$ cat src/rtl/integer_to_roman_numeral_assert.svh
// Assertion macros shared by the integer to Roman numeral modules.
`ifndef INTEGER_TO_ROMAN_NUMERAL_ASSERT_SVH
`define INTEGER_TO_ROMAN_NUMERAL_ASSERT_SVH

// Same-cycle implication, sampled on clk, off while rst_n is low.
`define I2R_ASSERT_NOW(lbl, ante, cons, msg) \
  lbl: assert property (@(posedge clk) disable iff (!rst_n) (ante) |-> (cons)) \
    else $error(msg);

// Next-cycle implication, sampled on clk, off while rst_n is low.
`define I2R_ASSERT_NEXT(lbl, ante, cons, msg) \
  lbl: assert property (@(posedge clk) disable iff (!rst_n) (ante) |=> (cons)) \
    else $error(msg);

`endif

$ cat src/rtl/i2r_pkg.sv
// Shared types, constants and character tables for the Roman numeral converter.
package i2r_pkg;

  localparam int NUM_W      = 12;
  localparam int IN_TDATA_W = 16;
  localparam int CHAR_W     = 8;
  localparam int DIGIT_W    = 4;
  localparam int NUM_PLACES = 4;
  localparam int PLACE_W    = 2;
  localparam int POS_W      = 2;
  localparam int LEN_W      = 3;
  localparam int TH_W       = 2;
  localparam int REM1_W     = 10;
  localparam int REM2_W     = 7;

  localparam logic [NUM_W-1:0] MAX_VALUE = NUM_W'(3999);
  localparam int THOUSAND = 1000;
  localparam int HUNDRED  = 100;
  localparam int TEN      = 10;

  // Place indexes, most significant first
  localparam logic [PLACE_W-1:0] PLACE_THOUSANDS = 2'd0;
  localparam logic [PLACE_W-1:0] PLACE_HUNDREDS  = 2'd1;
  localparam logic [PLACE_W-1:0] PLACE_TENS      = 2'd2;
  localparam logic [PLACE_W-1:0] PLACE_ONES      = 2'd3;

  localparam logic [POS_W-1:0] NA_LAST_POS = 2'd2;

  localparam logic [CHAR_W-1:0] CH_M     = 8'h4D;
  localparam logic [CHAR_W-1:0] CH_D     = 8'h44;
  localparam logic [CHAR_W-1:0] CH_C     = 8'h43;
  localparam logic [CHAR_W-1:0] CH_L     = 8'h4C;
  localparam logic [CHAR_W-1:0] CH_X     = 8'h58;
  localparam logic [CHAR_W-1:0] CH_V     = 8'h56;
  localparam logic [CHAR_W-1:0] CH_I     = 8'h49;
  localparam logic [CHAR_W-1:0] CH_N     = 8'h4E;
  localparam logic [CHAR_W-1:0] CH_SLASH = 8'h2F;
  localparam logic [CHAR_W-1:0] CH_A     = 8'h41;

  typedef enum logic [1:0] {
    SYM_ONE  = 2'd0,
    SYM_FIVE = 2'd1,
    SYM_TEN  = 2'd2
  } sym_t;

  typedef logic [DIGIT_W-1:0] digit_t;

  // Decimal digits of one number, thousands first, plus the N/A flag
  typedef struct packed {
    logic                        na;
    digit_t [NUM_PLACES-1:0]     digit;
  } digit_item_t;

  // Number of characters a decimal digit spells in one place
  function automatic logic [LEN_W-1:0] digit_len(input digit_t d);
    logic [LEN_W-1:0] len;
    case (d)
      4'd0:    len = 3'd0;
      4'd1:    len = 3'd1;
      4'd2:    len = 3'd2;
      4'd3:    len = 3'd3;
      4'd4:    len = 3'd2;
      4'd5:    len = 3'd1;
      4'd6:    len = 3'd2;
      4'd7:    len = 3'd3;
      4'd8:    len = 3'd4;
      4'd9:    len = 3'd2;
      default: len = 3'd0;
    endcase
    return len;
  endfunction

  // Symbol at position pos of a digit's spelling
  function automatic sym_t digit_sym(input digit_t d, input logic [POS_W-1:0] pos);
    sym_t s;
    case (d)
      4'd4:    s = (pos == 2'd0) ? SYM_ONE : SYM_FIVE;
      4'd5, 4'd6, 4'd7, 4'd8:
               s = (pos == 2'd0) ? SYM_FIVE : SYM_ONE;
      4'd9:    s = (pos == 2'd0) ? SYM_ONE : SYM_TEN;
      default: s = SYM_ONE;
    endcase
    return s;
  endfunction

  // Letter of a symbol in a given place
  function automatic logic [CHAR_W-1:0] place_char(input logic [PLACE_W-1:0] place,
                                                   input sym_t s);
    logic [CHAR_W-1:0] c;
    case (place)
      PLACE_THOUSANDS: c = CH_M;
      PLACE_HUNDREDS: begin
        case (s)
          SYM_ONE:  c = CH_C;
          SYM_FIVE: c = CH_D;
          SYM_TEN:  c = CH_M;
          default:  c = CH_C;
        endcase
      end
      PLACE_TENS: begin
        case (s)
          SYM_ONE:  c = CH_X;
          SYM_FIVE: c = CH_L;
          SYM_TEN:  c = CH_C;
          default:  c = CH_X;
        endcase
      end
      default: begin
        case (s)
          SYM_ONE:  c = CH_I;
          SYM_FIVE: c = CH_V;
          SYM_TEN:  c = CH_X;
          default:  c = CH_I;
        endcase
      end
    endcase
    return c;
  endfunction

  // Letters of the not-available answer
  function automatic logic [CHAR_W-1:0] na_char(input logic [POS_W-1:0] pos);
    logic [CHAR_W-1:0] c;
    case (pos)
      2'd0:    c = CH_N;
      2'd1:    c = CH_SLASH;
      default: c = CH_A;
    endcase
    return c;
  endfunction

endpackage

$ cat src/rtl/i2r_digit_split.sv
// Three-stage pipeline that splits a binary number into decimal digits.
`include "integer_to_roman_numeral_assert.svh"

module i2r_digit_split (
  input  logic                         clk,
  input  logic                         rst_n,
  input  logic                         in_valid,
  output logic                         in_ready,
  input  logic [i2r_pkg::NUM_W-1:0]    in_number,
  output logic                         out_valid,
  input  logic                         out_ready,
  output i2r_pkg::digit_item_t         out_item
);
  import i2r_pkg::*;

  logic                v1_r, v2_r, v3_r;
  logic                rdy1, rdy2, rdy3;
  logic                na1_r, na2_r;
  logic [TH_W-1:0]     th1_r, th2_r;
  logic [REM1_W-1:0]   rem1_r;
  digit_t              hu2_r;
  logic [REM2_W-1:0]   rem2_r;
  digit_item_t         item3_r;

  logic                na1_nxt;
  logic [TH_W-1:0]     th1_nxt;
  logic [REM1_W-1:0]   rem1_nxt;
  digit_t              hu2_nxt;
  logic [REM2_W-1:0]   rem2_nxt;
  digit_t              te3_nxt;
  digit_t              on3_nxt;
  logic [NUM_W-1:0]    sub1;
  logic [REM1_W-1:0]   sub2;
  logic [REM2_W-1:0]   sub3;

  // A stage takes new data when empty or when its contents move on
  assign rdy3     = !v3_r || out_ready;
  assign rdy2     = !v2_r || rdy3;
  assign rdy1     = !v1_r || rdy2;
  assign in_ready = rdy1;

  // Stage 1: flag out-of-range values, peel off thousands
  always_comb begin
    na1_nxt = (in_number == '0) || (in_number > MAX_VALUE);
    th1_nxt = '0;
    sub1    = '0;
    for (int k = 1; k <= 3; k++) begin
      if (in_number >= NUM_W'(k * THOUSAND)) begin
        th1_nxt = TH_W'(k);
        sub1    = NUM_W'(k * THOUSAND);
      end
    end
    rem1_nxt = REM1_W'(in_number - sub1);
  end

  // Stage 2: peel off hundreds
  always_comb begin
    hu2_nxt = '0;
    sub2    = '0;
    for (int k = 1; k <= 9; k++) begin
      if (rem1_r >= REM1_W'(k * HUNDRED)) begin
        hu2_nxt = DIGIT_W'(k);
        sub2    = REM1_W'(k * HUNDRED);
      end
    end
    rem2_nxt = REM2_W'(rem1_r - sub2);
  end

  // Stage 3: split the rest into tens and ones
  always_comb begin
    te3_nxt = '0;
    sub3    = '0;
    for (int k = 1; k <= 9; k++) begin
      if (rem2_r >= REM2_W'(k * TEN)) begin
        te3_nxt = DIGIT_W'(k);
        sub3    = REM2_W'(k * TEN);
      end
    end
    on3_nxt = DIGIT_W'(rem2_r - sub3);
  end

  // Advance valid bits
  always_ff @(posedge clk) begin
    if (!rst_n) begin
      v1_r <= 1'b0;
      v2_r <= 1'b0;
      v3_r <= 1'b0;
    end else begin
      if (rdy1) v1_r <= in_valid;
      if (rdy2) v2_r <= v1_r;
      if (rdy3) v3_r <= v2_r;
    end
  end

  // Advance payload, hold on stall
  always_ff @(posedge clk) begin
    if (rdy1) begin
      na1_r  <= na1_nxt;
      th1_r  <= th1_nxt;
      rem1_r <= rem1_nxt;
    end
    if (rdy2) begin
      na2_r  <= na1_r;
      th2_r  <= th1_r;
      hu2_r  <= hu2_nxt;
      rem2_r <= rem2_nxt;
    end
    if (rdy3) begin
      item3_r.na                     <= na2_r;
      item3_r.digit[PLACE_THOUSANDS] <= DIGIT_W'(th2_r);
      item3_r.digit[PLACE_HUNDREDS]  <= hu2_r;
      item3_r.digit[PLACE_TENS]      <= te3_nxt;
      item3_r.digit[PLACE_ONES]      <= on3_nxt;
    end
  end

  assign out_valid = v3_r;
  assign out_item  = item3_r;

  `I2R_ASSERT_NOW(a_rem2_range, v2_r && !na2_r, rem2_r < REM2_W'(HUNDRED), "remainder after hundreds out of range")
  `I2R_ASSERT_NOW(a_digits_decimal, v3_r && !item3_r.na, (item3_r.digit[PLACE_HUNDREDS] <= 4'd9) && (item3_r.digit[PLACE_TENS] <= 4'd9) && (item3_r.digit[PLACE_ONES] <= 4'd9), "digit above nine")
  `I2R_ASSERT_NEXT(a_tail_held, v3_r && !out_ready, v3_r && $stable(item3_r), "stalled digit item lost")

endmodule

$ cat src/rtl/i2r_serializer.sv
// Walks the decimal digits of one item and sends its numeral one character at a time.
`include "integer_to_roman_numeral_assert.svh"

module i2r_serializer (
  input  logic                          clk,
  input  logic                          rst_n,
  input  logic                          in_valid,
  output logic                          in_ready,
  input  i2r_pkg::digit_item_t          in_item,
  output logic                          out_valid,
  input  logic                          out_ready,
  output logic [i2r_pkg::CHAR_W-1:0]    out_char,
  output logic                          out_last
);
  import i2r_pkg::*;

  logic                 busy_r, busy_nxt;
  logic                 na_r, na_nxt;
  digit_t [NUM_PLACES-1:0] dig_r, dig_nxt;
  logic [PLACE_W-1:0]   place_r, place_nxt;
  logic [POS_W-1:0]     pos_r, pos_nxt;
  logic                 oval_r, oval_nxt;
  logic [CHAR_W-1:0]    ochar_r, ochar_nxt;
  logic                 olast_r, olast_nxt;

  digit_t               cur_digit;
  logic [LEN_W-1:0]     cur_len;
  logic [CHAR_W-1:0]    cur_char;
  logic                 digit_end;
  logic                 later_found;
  logic [PLACE_W-1:0]   later_place;
  logic [PLACE_W-1:0]   first_place;
  logic                 last_char;
  logic                 emit;
  logic                 load;

  // Current character and where the walk goes next
  always_comb begin
    cur_digit = dig_r[place_r];
    cur_len   = digit_len(cur_digit);
    cur_char  = na_r ? na_char(pos_r) : place_char(place_r, digit_sym(cur_digit, pos_r));
    digit_end = ({1'b0, pos_r} == LEN_W'(cur_len - 3'd1));

    later_found = 1'b0;
    later_place = place_r;
    for (int j = NUM_PLACES - 1; j >= 0; j--) begin
      if ((j > int'(place_r)) && (dig_r[j] != '0)) begin
        later_found = 1'b1;
        later_place = PLACE_W'(j);
      end
    end

    first_place = PLACE_ONES;
    for (int j = NUM_PLACES - 1; j >= 0; j--) begin
      if (in_item.digit[j] != '0) first_place = PLACE_W'(j);
    end

    last_char = na_r ? (pos_r == NA_LAST_POS) : (digit_end && !later_found);
  end

  // Send when the output register is free or being drained
  assign emit     = busy_r && (!oval_r || out_ready);
  assign in_ready = !busy_r || (emit && last_char);
  assign load     = in_valid && in_ready;

  // Walk state
  always_comb begin
    busy_nxt  = busy_r;
    na_nxt    = na_r;
    dig_nxt   = dig_r;
    place_nxt = place_r;
    pos_nxt   = pos_r;
    if (load) begin
      busy_nxt  = 1'b1;
      na_nxt    = in_item.na;
      dig_nxt   = in_item.digit;
      place_nxt = first_place;
      pos_nxt   = '0;
    end else if (emit && last_char) begin
      busy_nxt = 1'b0;
    end else if (emit) begin
      if (na_r || !digit_end) begin
        pos_nxt = pos_r + 2'd1;
      end else begin
        place_nxt = later_place;
        pos_nxt   = '0;
      end
    end
  end

  // Output register
  always_comb begin
    oval_nxt  = oval_r;
    ochar_nxt = ochar_r;
    olast_nxt = olast_r;
    if (emit) begin
      oval_nxt  = 1'b1;
      ochar_nxt = cur_char;
      olast_nxt = last_char;
    end else if (out_ready) begin
      oval_nxt = 1'b0;
    end
  end

  always_ff @(posedge clk) begin
    if (!rst_n) begin
      busy_r <= 1'b0;
      oval_r <= 1'b0;
    end else begin
      busy_r <= busy_nxt;
      oval_r <= oval_nxt;
    end
  end

  always_ff @(posedge clk) begin
    na_r    <= na_nxt;
    dig_r   <= dig_nxt;
    place_r <= place_nxt;
    pos_r   <= pos_nxt;
    ochar_r <= ochar_nxt;
    olast_r <= olast_nxt;
  end

  assign out_valid = oval_r;
  assign out_char  = ochar_r;
  assign out_last  = olast_r;

  `I2R_ASSERT_NOW(a_na_pos, busy_r && na_r, pos_r <= NA_LAST_POS, "N/A position past its last letter")
  `I2R_ASSERT_NOW(a_load_on_last, load && busy_r, emit && last_char, "new item taken before the numeral ended")
  `I2R_ASSERT_NEXT(a_idle_after_last, emit && last_char && !load, !busy_r && out_last, "walk did not stop on the last character")
  `I2R_ASSERT_NOW(a_digit_nonempty, busy_r && !na_r, cur_len != 3'd0, "walk parked on an empty digit")

endmodule

$ cat src/rtl/integer_to_roman_numeral.sv
// Path: the first character of a number passes the three digit-split stages, then the
//   character walker's walk state and its output register.
// Throughput: one character per cycle while out_tready is high and numbers keep coming; a
//   numeral has 1 to 15 characters, and the single-character output port sets that rate.
// Reset: synchronous active-low rst_n empties the pipeline and the output register.
module integer_to_roman_numeral (
  input  logic                              clk,
  input  logic                              rst_n,
  input  logic                              in_tvalid,
  output logic                              in_tready,
  input  logic [i2r_pkg::IN_TDATA_W-1:0]    in_tdata,   // [11:0] number, [15:12] zero
  output logic                              out_tvalid,
  input  logic                              out_tready,
  output logic [i2r_pkg::CHAR_W-1:0]        out_tdata,  // [7:0] char_code
  output logic                              out_tlast
);
  import i2r_pkg::*;

  logic        split_valid;
  logic        split_ready;
  digit_item_t split_item;

  // Binary to decimal digits
  i2r_digit_split u_split (
    .clk       (clk),
    .rst_n     (rst_n),
    .in_valid  (in_tvalid),
    .in_ready  (in_tready),
    .in_number (in_tdata[NUM_W-1:0]),
    .out_valid (split_valid),
    .out_ready (split_ready),
    .out_item  (split_item)
  );

  // Digits to characters
  i2r_serializer u_ser (
    .clk       (clk),
    .rst_n     (rst_n),
    .in_valid  (split_valid),
    .in_ready  (split_ready),
    .in_item   (split_item),
    .out_valid (out_tvalid),
    .out_ready (out_tready),
    .out_char  (out_tdata),
    .out_last  (out_tlast)
  );

endmodule

$ cat config.mk
export PLATFORM = sky130hd
export DESIGN_NAME = integer_to_roman_numeral
export DESIGN_NICKNAME = d
export VERILOG_FILES = /design/src/rtl/i2r_pkg.sv /design/src/rtl/i2r_digit_split.sv /design/src/rtl/i2r_serializer.sv /design/src/rtl/integer_to_roman_numeral.sv
export VERILOG_INCLUDE_DIRS = /design/src /design/src/rtl
export SDC_FILE = /design/constraint.sdc
export NUM_CORES = 1
export LEC_CHECK = 0
export BUFFER_PORTS_ARGS = -buffer_cell sky130_fd_sc_hd__buf_2
export CORE_UTILIZATION = 62
export CTS_BUF_LIST = sky130_fd_sc_hd__clkbuf_8
export CTS_CLUSTER_SIZE = 40
export DETAILED_ROUTE_END_ITERATION = 6
export PLACE_DENSITY = 0.87
export SYNTH_ARGS = -nofsm -noshare
export SYNTH_HDL_FRONTEND = slang
export SYNTH_SLANG_ARGS = --single-unit
$ cat constraint.sdc
create_clock -name clk -period 10.7 [get_ports clk]
set_input_delay 0.535 -clock clk [delete_from_list [all_inputs] [get_ports clk]]
set_output_delay 0.535 -clock clk [all_outputs]
set_load 0.01 [all_outputs]
### Word-level counts from Yosys, hierarchy flattened

Memories as Yosys holds them, arrays and structs flattened.
Cells that the tools add are included.

| word-level totals | value |
|---|---|
| register bits | 75 |
| bits in latches | 0 |
| RAM bits | 0 |
| memory bits (read-only) | 48 |
| input port bits | 20 |
| output and inout port bits | 11 |
| logic and storage cells | 187 |
| memories | 1 |

Memories:

| name | words | width | read ports | clocked after memory_dff | write ports | line | RTL |
|---|---|---|---|---|---|---|---|
| (no name shown) | 16 | 3 | 1 | 0 | 0 | i2r_pkg.sv:57 | `case (d)` |

| cells by class | value |
|---|---|
| add/subtract/negate cells | 5 |
| multipliers | 0 |
| div/mod/pow operators | 0 |
| magnitude comparators | 26 |
| equality and inequality tests | 15 |
| shifts and indexed selects | 0 |
| multiplexer cells | 70 |
| bitwise gates (word level) | 1 |
| reduce and logical (&&, ||, !) cells | 40 |

Operators with widths:

| kind | number |
|---|---|
| 7-bit two-way mux | 9 |
| 10-bit greater-or-equal comparator (second input constant) | 4 |
| 4-bit two-way mux | 10 |
| 10-bit by 9-bit greater-or-equal comparator with 1-bit output (second input constant) | 3 |
| 10-bit two-way mux | 3 |
| 2-bit two-way mux | 15 |
| 4-bit nonzero test | 7 |
| 3-bit two-way mux | 8 |
| 8-bit case mux with 3 select lines | 1 |
| 7-bit by 6-bit greater-or-equal comparator with 1-bit output (second input constant) | 3 |
| 7-bit greater-or-equal comparator (second input constant) | 3 |
| 5-bit case mux with 2 select lines | 2 |
| 1-bit two-way mux | 17 |
| 4-bit by 3-bit == test with 1-bit output (second input constant) | 4 |
| 7-bit by 5-bit greater-or-equal comparator with 1-bit output (second input constant) | 2 |
| 7-bit case mux with 2 select lines | 1 |
| 12-bit by 10-bit greater-or-equal comparator with 1-bit output (second input constant) | 1 |
| 12-bit by 11-bit greater-or-equal comparator with 1-bit output (second input constant) | 1 |
| 12-bit greater-or-equal comparator (second input constant) | 1 |
| 12-bit greater-than comparator (second input constant) | 1 |
| 12-bit logical NOT | 1 |
| 10-bit by 7-bit greater-or-equal comparator with 1-bit output (second input constant) | 1 |
| 10-bit by 8-bit greater-or-equal comparator with 1-bit output (second input constant) | 1 |
| 10-bit subtractor | 1 |
| 27 further kinds | 57 |

### Depth between registers and ports, before layout

Gate-level depths: netlist (run 1).

| depth | value |
|---|---|
| depth after elaboration | 13 |
| mapped depth | 13 |
| gate-level depth less buffers | 12 |

### Modules after synthesis

From an unflattened synthesis (run 1), not the netlist that was laid out.

| unflattened totals | value |
|---|---|
| cell total of the unflattened synthesis | 380 |
| area total of the unflattened synthesis | 4290.4 um^2 |

Modules (own cells, without submodules):

| module | times used | cells an instance | area an instance (um^2) | seq. area each (um^2) |
|---|---|---|---|---|
| i2r_digit_split | 1 | 240 | 2558.7 | 1321.3 |
| i2r_serializer | 1 | 140 | 1731.7 | 890.9 |

### Worst setup path before layout (run 1)

Ideal clock, no wire load.

| path | value |
|---|---|
| path type | flip-flop to flip-flop |
| start | reg u_ser.place_r[1] |
| end | reg u_ser.place_r[1] (data pin) |
| setup time | 0.260 ns |
| data arrival time | 3.458 ns |
| data required time | 10.440 ns |
| setup slack | 6.982 ns |
| cell stages (with the launch flop) | 13 |
| path buffers | 1 |
| period minus slack after synthesis | 3.718 ns |
| cell sequence | edfxtp_1 clkbuf_1 mux2_2 a22oi_1 nand4_1 a21boi_0 ha_1 xnor2_1 nor3_1 mux2_2 nand4_1 o21ai_1 mux2_2 |

| between the ends | value |
|---|---|
| cells in the longest elaborated chain, start to end | 12 |
| elaborated cells on any way between the ends | 26 |
| classes of those cells | add/sub (1); order compare (3); eq/ne (1); mux (12); reduce/logical (8); memory (1) |

Ends and longest elaborated chain:

| what | line | RTL |
|---|---|---|
| start: declaration | i2r_serializer.sv:20 | `logic [PLACE_W-1:0] place_r, place_nxt;` |
| start signal: assignment | i2r_serializer.sv:118 | `place_r <= place_nxt;` |
| parallel branches: the longest is 11 deep, another holds memory read 16 x 3 bit | -- |  |
| 2-bit two-way mux * | i2r_serializer.sv:73 | `if (load) begin` |
| named net u_ser.place_nxt[1] | i2r_serializer.sv:20 |  |

Mark *: on every way through the listed nets, which the timed path passes. The select of a mux whose other input is x is not followed.
A chain may end at the register's enable or synchronous reset.

### Final worst setup path (run 1)

| path | value |
|---|---|
| start | reg u_ser.place_r[0] |
| end | out in_tready |

| between the ends | value |
|---|---|
| cells in the longest elaborated chain, start to end | 13 |
| elaborated cells on any way between the ends | 22 |
| classes of those cells | add/sub (1); order compare (3); eq/ne (1); mux (6); reduce/logical (10); memory (1) |

Ends and longest elaborated chain:

| what | line | RTL |
|---|---|---|
| parallel branches: the longest is 6 deep, another holds memory read 16 x 3 bit | -- |  |
| 1-bit logical AND * | i2r_serializer.sv:58 | `last_char = na_r ? (pos_r == NA_LAST_POS) : (digit_end && !later_found);` |
| 1-bit two-way mux * | i2r_serializer.sv:58 |  |
| 1-bit logical AND * | i2r_serializer.sv:63 | `assign in_ready = !busy_r \|\| (emit && last_char);` |
| 1-bit logical OR * | i2r_serializer.sv:63 |  |
| 1-bit logical OR * | i2r_digit_split.sv:37 | `assign rdy3 = !v3_r \|\| out_ready;` |
| 1-bit logical OR * | i2r_digit_split.sv:38 | `assign rdy2 = !v2_r \|\| rdy3;` |
| 1-bit logical OR * | i2r_digit_split.sv:39 | `assign rdy1 = !v1_r \|\| rdy2;` |
| end: declaration | integer_to_roman_numeral.sv:10 | `output logic in_tready,` |

Mark *: on every way between the ends. The select of a mux whose other input is x is not followed.

==> summary.md, run 1 <==
| Metric | Value |
|---|---|
| Final GP Congestion | `0.805` |
| Diodes inserted | `0` |
| Reg-to-reg slack, setup | `6660 ps` |
| Initial Utilization | `65.8%` |
| HPWL after DPL | `5110 um` |
| Worst flop-to-flop path endpoint | `u_split.rem1_r[2]` |
| Cell Area, Placed | `between 4000 and 5000 um^2` |
| Power per cell area | `around 210 nW/um^2` |
| Yosys warnings | `0` |
| GRT Residual Overflow | `0` |
| M1 GR Usage | `about a quarter` |
| Die area | `roughly 6800 um^2` |
| Final Setup Violations | `0` |
| PostCTS Resize Cnt | `0` |
| Worst-path clk slew | `70 ps` |
| Worst setup startpoint | `u_ser.place_r[0]` |
| Max Root-Sink Buffers | `2` |
| Period utilisation layout | `between 40 and 50%` |
| Count of final max-slew check failures | `0` |
| RSZ-0062 raised after global routing | `false` |
| Post-synth EDFFs | `67` |
| Switching share of power | `a little under a third` |
| Commonest non-fill, non-tap cell in the layout | `edfxtp_1` |
| GRT met2 Usage | `40.2%` |
| Total Negative Setup Slacks | `0 ps` |
| Top_reg_cell synth | `edfxtp_1` |
| Global routing usage on met3 | `around 4.4%` |
| Post-CTS setup buffer count | `0` |
| Avg WL per Cell | `between 10 and 15 um` |
| DR pass1 iterations | `5` |
| Avg Cell Area, Syn | `around 11 um^2` |
| CTS Sinks | `74` |
| Final Cell Area | `approximately 4400 um^2` |
| First-pass GRT wire length | `~11000 um` |
| Chip height | `between 80 and 90 um` |
| Syn nets | `~390` |
| Slew Limit Headroom | `between 40% and 50%` |
| Worst setup EP type | `output pin` |
| Most frequent cells in the layout | `edfxtp_1 (67), inv_1 (35), o21ai_0 (28)` |
| Worst EP required | `10170 ps` |
| Combinational power share | `27.9%` |
| I/O Pins | `31` |
| Post-Synthesis Cells | `approximately 350` |
| Hold crit path type | `primary input to flip-flop` |
| CTS H-tree depth | `3` |
| Row Count | `28` |
| Clock Skew | `9.99 ps` |
| Total Routing Usage GR | `~22%` |
| Initial DRC count | `153` |
| FMAX | `just over 0.2 GHz` |
| Largest net degree at the start of global routing | `19` |
| Fraction of layout cells with a size suffix above 1 | `between 10% and 20%` |
| Initial antenna violation count | `0` |
| Synthesized area | `around 4000 um^2` |
| Peak VDD IR | `around 0.13 mV` |
| Internal power | `roughly 630 uW` |
| CP startpoint kind | `flip-flop` |
| CTS Root Cell | `clkbuf_8` |
| Final nets | `420` |
| Core ar. | `between 6000 and 7000 um^2` |
| ANT nets after route | `0` |
| Final hold vios | `0` |
| Vias in the first global route | `approximately 2.5k` |
| FF-to-FF Start | `u_ser.place_r[0]` |
| Fin crit period | `slightly below 5000 ps` |
| Switch Pwr | `288 uW` |
| Seq/Total Area, Yosys | `about 54%` |
| Worst-Skew Late Latency | `~330 ps` |
| Critical path fanouts, max | `14` |
| Seq cells post-synth | `74` |
| Vias per Instance | `6.12` |
| Maxcap violations | `0` |
| Die X-Extent | `roughly 82 um` |
| Status | `completed` |
| Async SR Flop Fraction | `0%` |
| Num CTS Buffers | `9` |
| Finished Core Util | `roughly 70%` |
| Port bufs | `25` |
| WP data arrival | `~4300 ps` |
| Yosys cell types | `60` |
| Area grow syn2layout | `9.44%` |
| # hold bufs at CTS | `0` |
| Crit path to | `in_tready` |
| Worst slew pin tran | `around 850 ps` |
| CTS tree | `yes` |
| DRC | `0` |
| Clock share of power | `a little under a quarter` |
| Global-route layer with the greatest usage | `met2` |
| Pleak | `0.00171 uW` |
| Routed wire length | `6810 um` |
| Critical path start-end classification | `flip-flop to output pin` |
| FF-to-FF path depth | `11` |
| Sequential share of power | `49.5%` |
| Routed via count | `approximately 2.8k` |
area by class of cell:
class	count	area (um^2)
Fill cell	413	1700
Tap cell	75	93.8
Sequential cell	74	2150
Timing Repair Buffer	26	133
Multi-Input combinational cell	232	1660
Inverter	34	128
Clock buffer	10	138
Clock inverter	6	58.8
routing by layer:
metal | share of wire (%) | wire length, um
met1 | 41 | 2800
met4 | 1.1 | 77
met3 | 3.8 | 262
met2 | 54 | 3670
met5 | 0 | 0
flip-flops by register name, summed over array words and instances (netlist names), 2 cells and up:
name / flops
u_ser.dig_r: 14
u_ser.out_char: 7
u_ser.place_r: 2
u_ser.pos_r: 2
u_split.hu2_r: 4
u_split.out_item: 15
u_split.rem1_r: 10
u_split.rem2_r: 7
u_split.th1_r: 2
u_split.th2_r: 2
power by group through the flow:
stage	Sequential (uW)	Combinational, uW	Clock (uW)
4_1_cts	455	260	212
3_3_place_gp	456	245	0
5_1_grt	465	296	226
2_1_floorplan	428	231	0
6_report	456	257	209
3_5_place_dp	461	258	0
worst max-delay path, stage by stage, from the launching register on:
cell and delay [ps]:
edfxtp_1 640, mux4_1 670, inv_1 90, nand4_1 120, a21boi_0 160, ha_1 290, xnor2_1 200, nor3_1 80
mux2_2 310, and4_4 230, a2111oi_4 430, nand2_1 430, buf_2 280
cells by family (layout without fill, tap and decap cells):
kind of cell / after synthesis / count (layout) / synth area share, %
other: 1 / 1 / 0.0940
AO/OA/AOI/OAI: 101 / 101 / 16.9
AND/OR/NAND/NOR: 84 / 84 / 10.7
flip-flops: 74 / 74 / 54.0
multiplexers: 7 / 7 / 2.60
XOR/XNOR: 15 / 15 / 3.29
buffers and inverters: 45 / 76 / 4.36
adder cells (fa/ha/maj): 24 / 24 / 8.03
cell usage after synthesis, types with 4 or more instances:
library cell	number	share of area, %
edfxtp_1	67	50
inv_1	34	3.2
o21ai_0	28	3.5
nand2_1	21	2.0
a21oi_1	20	2.5
ha_1	20	6.3
nor2_1	19	1.8
xnor2_1	12	2.6
clkbuf_1	8	0.75
nor3_1	8	1.0
a21o_1	7	1.3
dfxtp_1	7	3.5
nand4_1	6	0.94
nor4_1	6	0.94
and2_1	5	0.78
o21bai_1	5	0.94
mux2_2	4	1.1
nand2b_1	4	0.63
nor2b_1	4	0.63
o21a_1	4	0.75
worst min path at each step:
stage          slack, ps  cells after the start           endpoint                  from
6_report             400                      1  u_split.rem1_r[1]           in_tdata[1]
5_1_grt              380                      1  u_split.rem1_r[2]           in_tdata[2]
4_1_cts              390                      1  u_split.rem1_r[2]           in_tdata[2]
3_5_place_dp         410                      0    u_ser.dig_r[14]  u_split.out_item[14]
3_3_place_gp         400                      0         u_ser.na_r  u_split.out_item[16]
2_1_floorplan        400                      0    u_ser.dig_r[12]  u_split.out_item[12]
through the flow:
stage | hold WS, ps | instances | power, uW | setup WS [ps]
floorplan | 400 | 351 | 659 | 6980
global placement | 402 | 441 | 701 | 6390
detailed placement | 405 | 441 | 719 | 6270
CTS | 390 | 457 | 927 | 5860
global route | 383 | 457 | 986 | 5550
finish | 404 | 457 | 922 | 5890
Note: power is estimated with default switching activity, not from simulation.
==> run 2: changes to the inputs <==
Clock period 10.7 ns to 4.5 ns, I/O delays scaled along.
==> run 2 against run 1 <==
  * Non-clock buffer count is 7 higher
  * Critical path depth is the same
  * Clock power is 130% higher
==> summary.md, run 2 (synthesized netlist as in run 1, its figures left out) <==
| Metric | Value |
|---|---|
| Status | `completed` |
| HPWL after DPL | `roughly 5200 um` |
| WP data arrival | `slightly above 4000 ps` |
| Slew Limit Headroom | `~48%` |
| Vias per Instance | `between 6 and 7` |
| Final nets | `427` |
| Num CTS Buffers | `9` |
| GRT Residual Overflow | `0` |
| Finished Core Util | `72.7%` |
| Post-route insts no fill | `between 400 and 500` |
| Worst setup EP type | `output pin` |
| # hold bufs at CTS | `0` |
| Most frequent cells in the layout | `edfxtp_1 (67), inv_1 (36), o21ai_0 (28)` |
| Total Negative Setup Slacks | `0 ps` |
| Area grow syn2layout | `10.5%` |
| Largest net degree at the start of global routing | `19` |
| FILL cells | `about 390` |
| Worst-path clk slew | `about 80 ps` |
| Port bufs | `25` |
| Critical path start-end classification | `flip-flop to output pin` |
| Count of final max-slew check failures | `0` |
| Dpl ws | `between 500 and 600 ps` |
| Initial antenna violation count | `0` |
| CTS H-tree depth | `3` |
| Pleak | `0.00174 uW` |
| DR pass1 iterations | `5` |
| First-pass GRT wire length | `between 10000 and 15000 um` |
| Period utilisation layout | `94.8%` |
| Initial DRC count | `roughly 190` |
| CTS Root Cell | `clkbuf_8` |
| Worst-Skew Late Latency | `340 ps` |
| Max Root-Sink Buffers | `2` |
| Core ar. | `between 6000 and 7000 um^2` |
| Global-route layer with the greatest usage | `met2` |
| Fraction of layout cells with a size suffix above 1 | `15.4%` |
| CP startpoint kind | `flip-flop` |
| Chip height | `between 80 and 90 um` |
| Diodes inserted | `0` |
| RSZ-0062 raised after global routing | `false` |
| Total Routing Usage GR | `24.0%` |
| Worst slew pin tran | `a little under 800 ps` |
| Maxcap violations | `0` |
| CTS tree | `yes` |
| Final Cell Area | `between 4000 and 5000 um^2` |
| Routed via count | `~2.9k` |
| Initial Utilization | `65.8%` |
| DRC | `0` |
| Global routing usage on met3 | `roughly 5.6%` |
| Peak VDD IR | `slightly below 0.3 mV` |
| ANT nets after route | `0` |
| Final GP Congestion | `~0.91` |
| Hold crit path type | `primary input to flip-flop` |
| Power per cell area | `500 nW/um^2` |
| GRT met2 Usage | `around 45%` |
| Routed wire length | `approximately 7400 um` |
| Final worst setup slack | `about 230 ps` |
| I/O Pins | `31` |
| Fin crit period | `approximately 4300 ps` |
| Critical path fanouts, max | `9` |
| Commonest non-fill, non-tap cell in the layout | `edfxtp_1` |
| Cell Area, Placed | `approximately 4200 um^2` |
| Max reg flops | `15` |
| Die area | `between 6000 and 7000 um^2` |
| M1 GR Usage | `between 20% and 30%` |
| Final Setup Violations | `0` |
| Die X-Extent | `a little over 80 um` |
| Vias in the first global route | `between 2k and 3k` |
| Clock Skew | `approximately 16 ps` |
| Row Count | `28` |
| Final hold vios | `0` |
| FMAX | `approximately 0.23 GHz` |
| Worst EP required | `around 4300 ps` |
| Avg WL per Cell | `between 15 and 20 um` |
| CTS Sinks | `74` |
| Placed insts | `442` |
## run 2: changes by cell type in the layout (fill, tap and decap cells not counted), sizes merged
cell	before	now
clkbuf	10	9
buf	26	33
inv	35	36
## run 2: area by class of cell
cell class / instances / area, um^2 / area share [%]
multi-input combinational: 232 / 1660 / 37.7
timing repair buffer: 33 / 185 / 4.20
sequential: 74 / 2150 / 48.8
tap: 75 / 93.8 / 2.13
inverter: 34 / 128 / 2.90
clock buffer: 9 / 124 / 2.81
clock inverter: 7 / 62.6 / 1.42
## run 2: critical path: stages, from the launching register on
cell       delay, ps
edfxtp_1         540
mux4_1           650
inv_1             90
o21ai_0           80
a21boi_0         240
ha_1             280
xnor2_1          240
nor3_1            80
mux2_2           310
and4_4           230
a2111oi_4        410
nand2_1          300
buf_2            230
## run 2: power by group
part | internal (uW) | switching, uW | leakage (uW)
combinational | 294 | 339 | 0.000906
clock | 250 | 232 | 0.0000976
sequential | 952 | 135 | 0.000739
## run 2: path summary, 6_finish.rpt
path | from | depth (start not counted) | to | slack, ps
worst min register to register | u_split.rem2_r[0] | 0 | u_split.out_item[12] | 420
worst max-delay path | u_ser.place_r[0] | 12 | in_tready | 230
worst max register to register | u_ser.place_r[0] | 12 | u_split.rem1_r[9] | 530
worst min-delay path | in_tdata[0] | 1 | u_split.rem1_r[0] | 80
## run 2: per-layer routing
metal  routed length [um]  up-vias
li1                     -     1365
met4                  204        0
met1                 2900     1383
met3                  349       26
met2                 3970      112
met5                    0        -
## run 2: repair_timing
action                                  CTS  global route
setup buffers                             0             6
endpoints found under the setup margin    0             1
gates resized for setup                   0             0
## run 2: stage by stage
stage                     total power [uW]  hold WS (ps)
after CTS                             2200          66.3
after global placement                1670           402
after global routing                  2350          66.3
after detailed placement              1720           405
after floorplan                       1570           324
final                                 2200          78.7
==> run 3: changes to the inputs <==
Clock period 4.5 ns to 4.4 ns, I/O delays scaled along.
==> run 3 against run 2 <==
  * Combinational power rose by 3%
  * Critical path depth stayed put
  * Sequential share of layout area fell by 0.12 points
  * Final cell count rose by 0.43%
  * Global-route usage grew 0.84 points
  * Total power up 2.4%
  * Hold slack lost 8.3 ps
  * Critical path type unchanged
  * Largest power group unchanged
==> summary.md, run 3 (synthesized netlist as in run 1, its figures left out) <==
| Metric | Value |
|---|---|
| Final hold vios | `0` |
| CTS tree | `yes` |
| Min-delay src | `in_tdata[2]` |
| Worst slew pin tran | `770 ps` |
| WP data arrival | `approximately 4000 ps` |
| CTS H-tree depth | `3` |
| FF-to-FF Start | `u_ser.place_r[0]` |
| Area grow syn2layout | `10.8%` |
| Hold crit path type | `primary input to flip-flop` |
| Reg-to-reg slack, setup | `540 ps` |
| Count of final max-slew check failures | `0` |
| Largest delay share family, worst path | `multiplexers` |
| Pleak | `0.00174 uW` |
| Power per cell area | `between 500 and 600 nW/um^2` |
| Most frequent cells in the layout | `edfxtp_1 (67), inv_1 (35), o21ai_0 (28)` |
| DR pass1 iterations | `5` |
| PostCTS Resize Cnt | `0` |
| Initial Utilization | `65.8%` |
| Num CTS Buffers | `9` |
| Initial antenna violation count | `0` |
| CTS Sinks | `74` |
| CP Cell Sequence | `mux4_1 -> inv_1 -> o21ai_0 -> a21boi_0 -> ha_1 -> xnor2_1 -> nor3_1 -> mux2_2 -> and4_4 -> a2111oi_4 -> nand2_1 -> buf_2` |
| Fin crit period | `between 4000 and 5000 ps` |
| Total Negative Setup Slacks | `0 ps` |
| FF-to-FF path depth | `12` |
| Worst Hold Path EP | `u_split.rem1_r[2]` |
| Worst-Skew Late Latency | `340 ps` |
| Hold Path Depth | `1` |
| Chip height | `around 82 um` |
| Vias per Instance | `~6.2` |
| Core ar. | `~6100 um^2` |
| Routed via count | `a little under 3k` |
| Final Power | `2260 uW` |
| Max reg flops | `15` |
| Buf/Inv on CP | `2` |
| I/O Pins | `31` |
| Critical path start-end classification | `flip-flop to output pin` |
| Initial DRC count | `~240` |
| Largest net degree at the start of global routing | `19` |
| Die X-Extent | `between 80 and 90 um` |
| Slew Limit Headroom | `48.0%` |
| Crit-path max cell delay | `about 650 ps` |
| RSZ-0062 raised after global routing | `false` |
| Clock Skew | `about 9.4 ps` |
| Routed wire length | `around 7500 um` |
| Die area | `between 6000 and 7000 um^2` |
| # hold bufs at CTS | `0` |
| Row Count | `28` |
| Worst EP required | `between 4000 and 5000 ps` |
| Critical path fanouts, max | `6` |
| Fraction of layout cells with a size suffix above 1 | `approximately 16%` |
| FMAX | `approximately 0.24 GHz` |
| Peak VDD IR | `0.257 mV` |
| First-pass GRT wire length | `about 12000 um` |
| Status | `completed` |
| Period utilisation layout | `94.7%` |
| Commonest non-fill, non-tap cell in the layout | `edfxtp_1` |
| Crit-path slowest cell | `mux4_1` |
| Worst-path clk slew | `approximately 80 ps` |
| Worst flop-to-flop path endpoint | `u_split.rem1_r[1]` |
| CTS Root Cell | `clkbuf_8` |
| Port bufs | `25` |
| Diodes inserted | `0` |
| HPWL after DPL | `5430 um` |
| Maxcap violations | `0` |
| Final GP Congestion | `roughly 0.95` |
| Final Setup Violations | `0` |
| Max Root-Sink Buffers | `2` |
| GRT Residual Overflow | `0` |
| ANT nets after route | `0` |
| Total Routing Usage GR | `between 20% and 30%` |
| Post-CTS setup buffer count | `0` |
| Vias in the first global route | `between 2k and 3k` |
| Worst setup EP type | `output pin` |
| CP startpoint kind | `flip-flop` |
| Avg WL per Cell | `~16 um` |
| Final nets | `approximately 430` |
| DRC | `0` |
==> run 3: metal layers <==
layer	wire length [um]	track usage, %
met1	2940	27.7
met2	4020	44.2
met3	369	6.70
met4	203	11.1
met5	0	0
==> run 3: cell type report <==
class,count,area [um^2]
flip-flops and latches,74,2150
multi-input cells,232,1660
fillers,405,1640
repair buffers,35,198
inverters,34,128
clock buffers,9,124
well taps,75,93.8
clock inverters,7,61.3
==> run 3: where the power goes <==
group / internal, uW / switching (uW) / leakage, uW
clock network: 255 / 239 / 0.0000915
logic: 300 / 350 / 0.000914
registers: 974 / 139 / 0.000739
total: 1530 / 728 / 0.00174
==> run 3: worst max path at each step <==
stage,startpoint,end,depth (start not counted)
after floorplan,u_ser.place_r[1],u_ser.place_r[1],12
after global placement,u_ser.place_r[0],u_split.rem1_r[1],12
after detailed placement,u_ser.place_r[0],u_split.rem1_r[1],12
after CTS,u_ser.place_r[0],in_tready,12
after global routing,u_ser.place_r[0],in_tready,12
final,u_ser.place_r[0],in_tready,12
==> run 3: per-stage QoR <==
| step | std cells | hold WS, ps | worst slack, ps | area (um^2) | util [%] |
|---|---|---|---|---|---|
| final | 466 | 70.5 | 232 | 4420 | 72.9 |
| after global routing | 466 | 52.1 | 13.9 | 4420 | 72.9 |
| after CTS | 459 | 57.0 | 79.6 | 4370 | 72.1 |
| after detailed placement | 443 | 405 | 419 | 4180 | 69.0 |
| after global placement | 443 | 401 | 606 | 4180 | 69.0 |
| after floorplan | 351 | 319 | 682 | 3990 | - |
==> run 3: worst register-to-register path: cells and delay by family, from the launching register on <==
kind | cells | cell delay (ps)
AOI/OAI and AO/OA | 3 | 820
xor gates and xnor gates | 1 | 180
adders and majority gates | 1 | 310
buffers and inverters | 2 | 330
DFF | 1 | 500
muxes | 2 | 950
and+or+nand+nor | 3 | 550
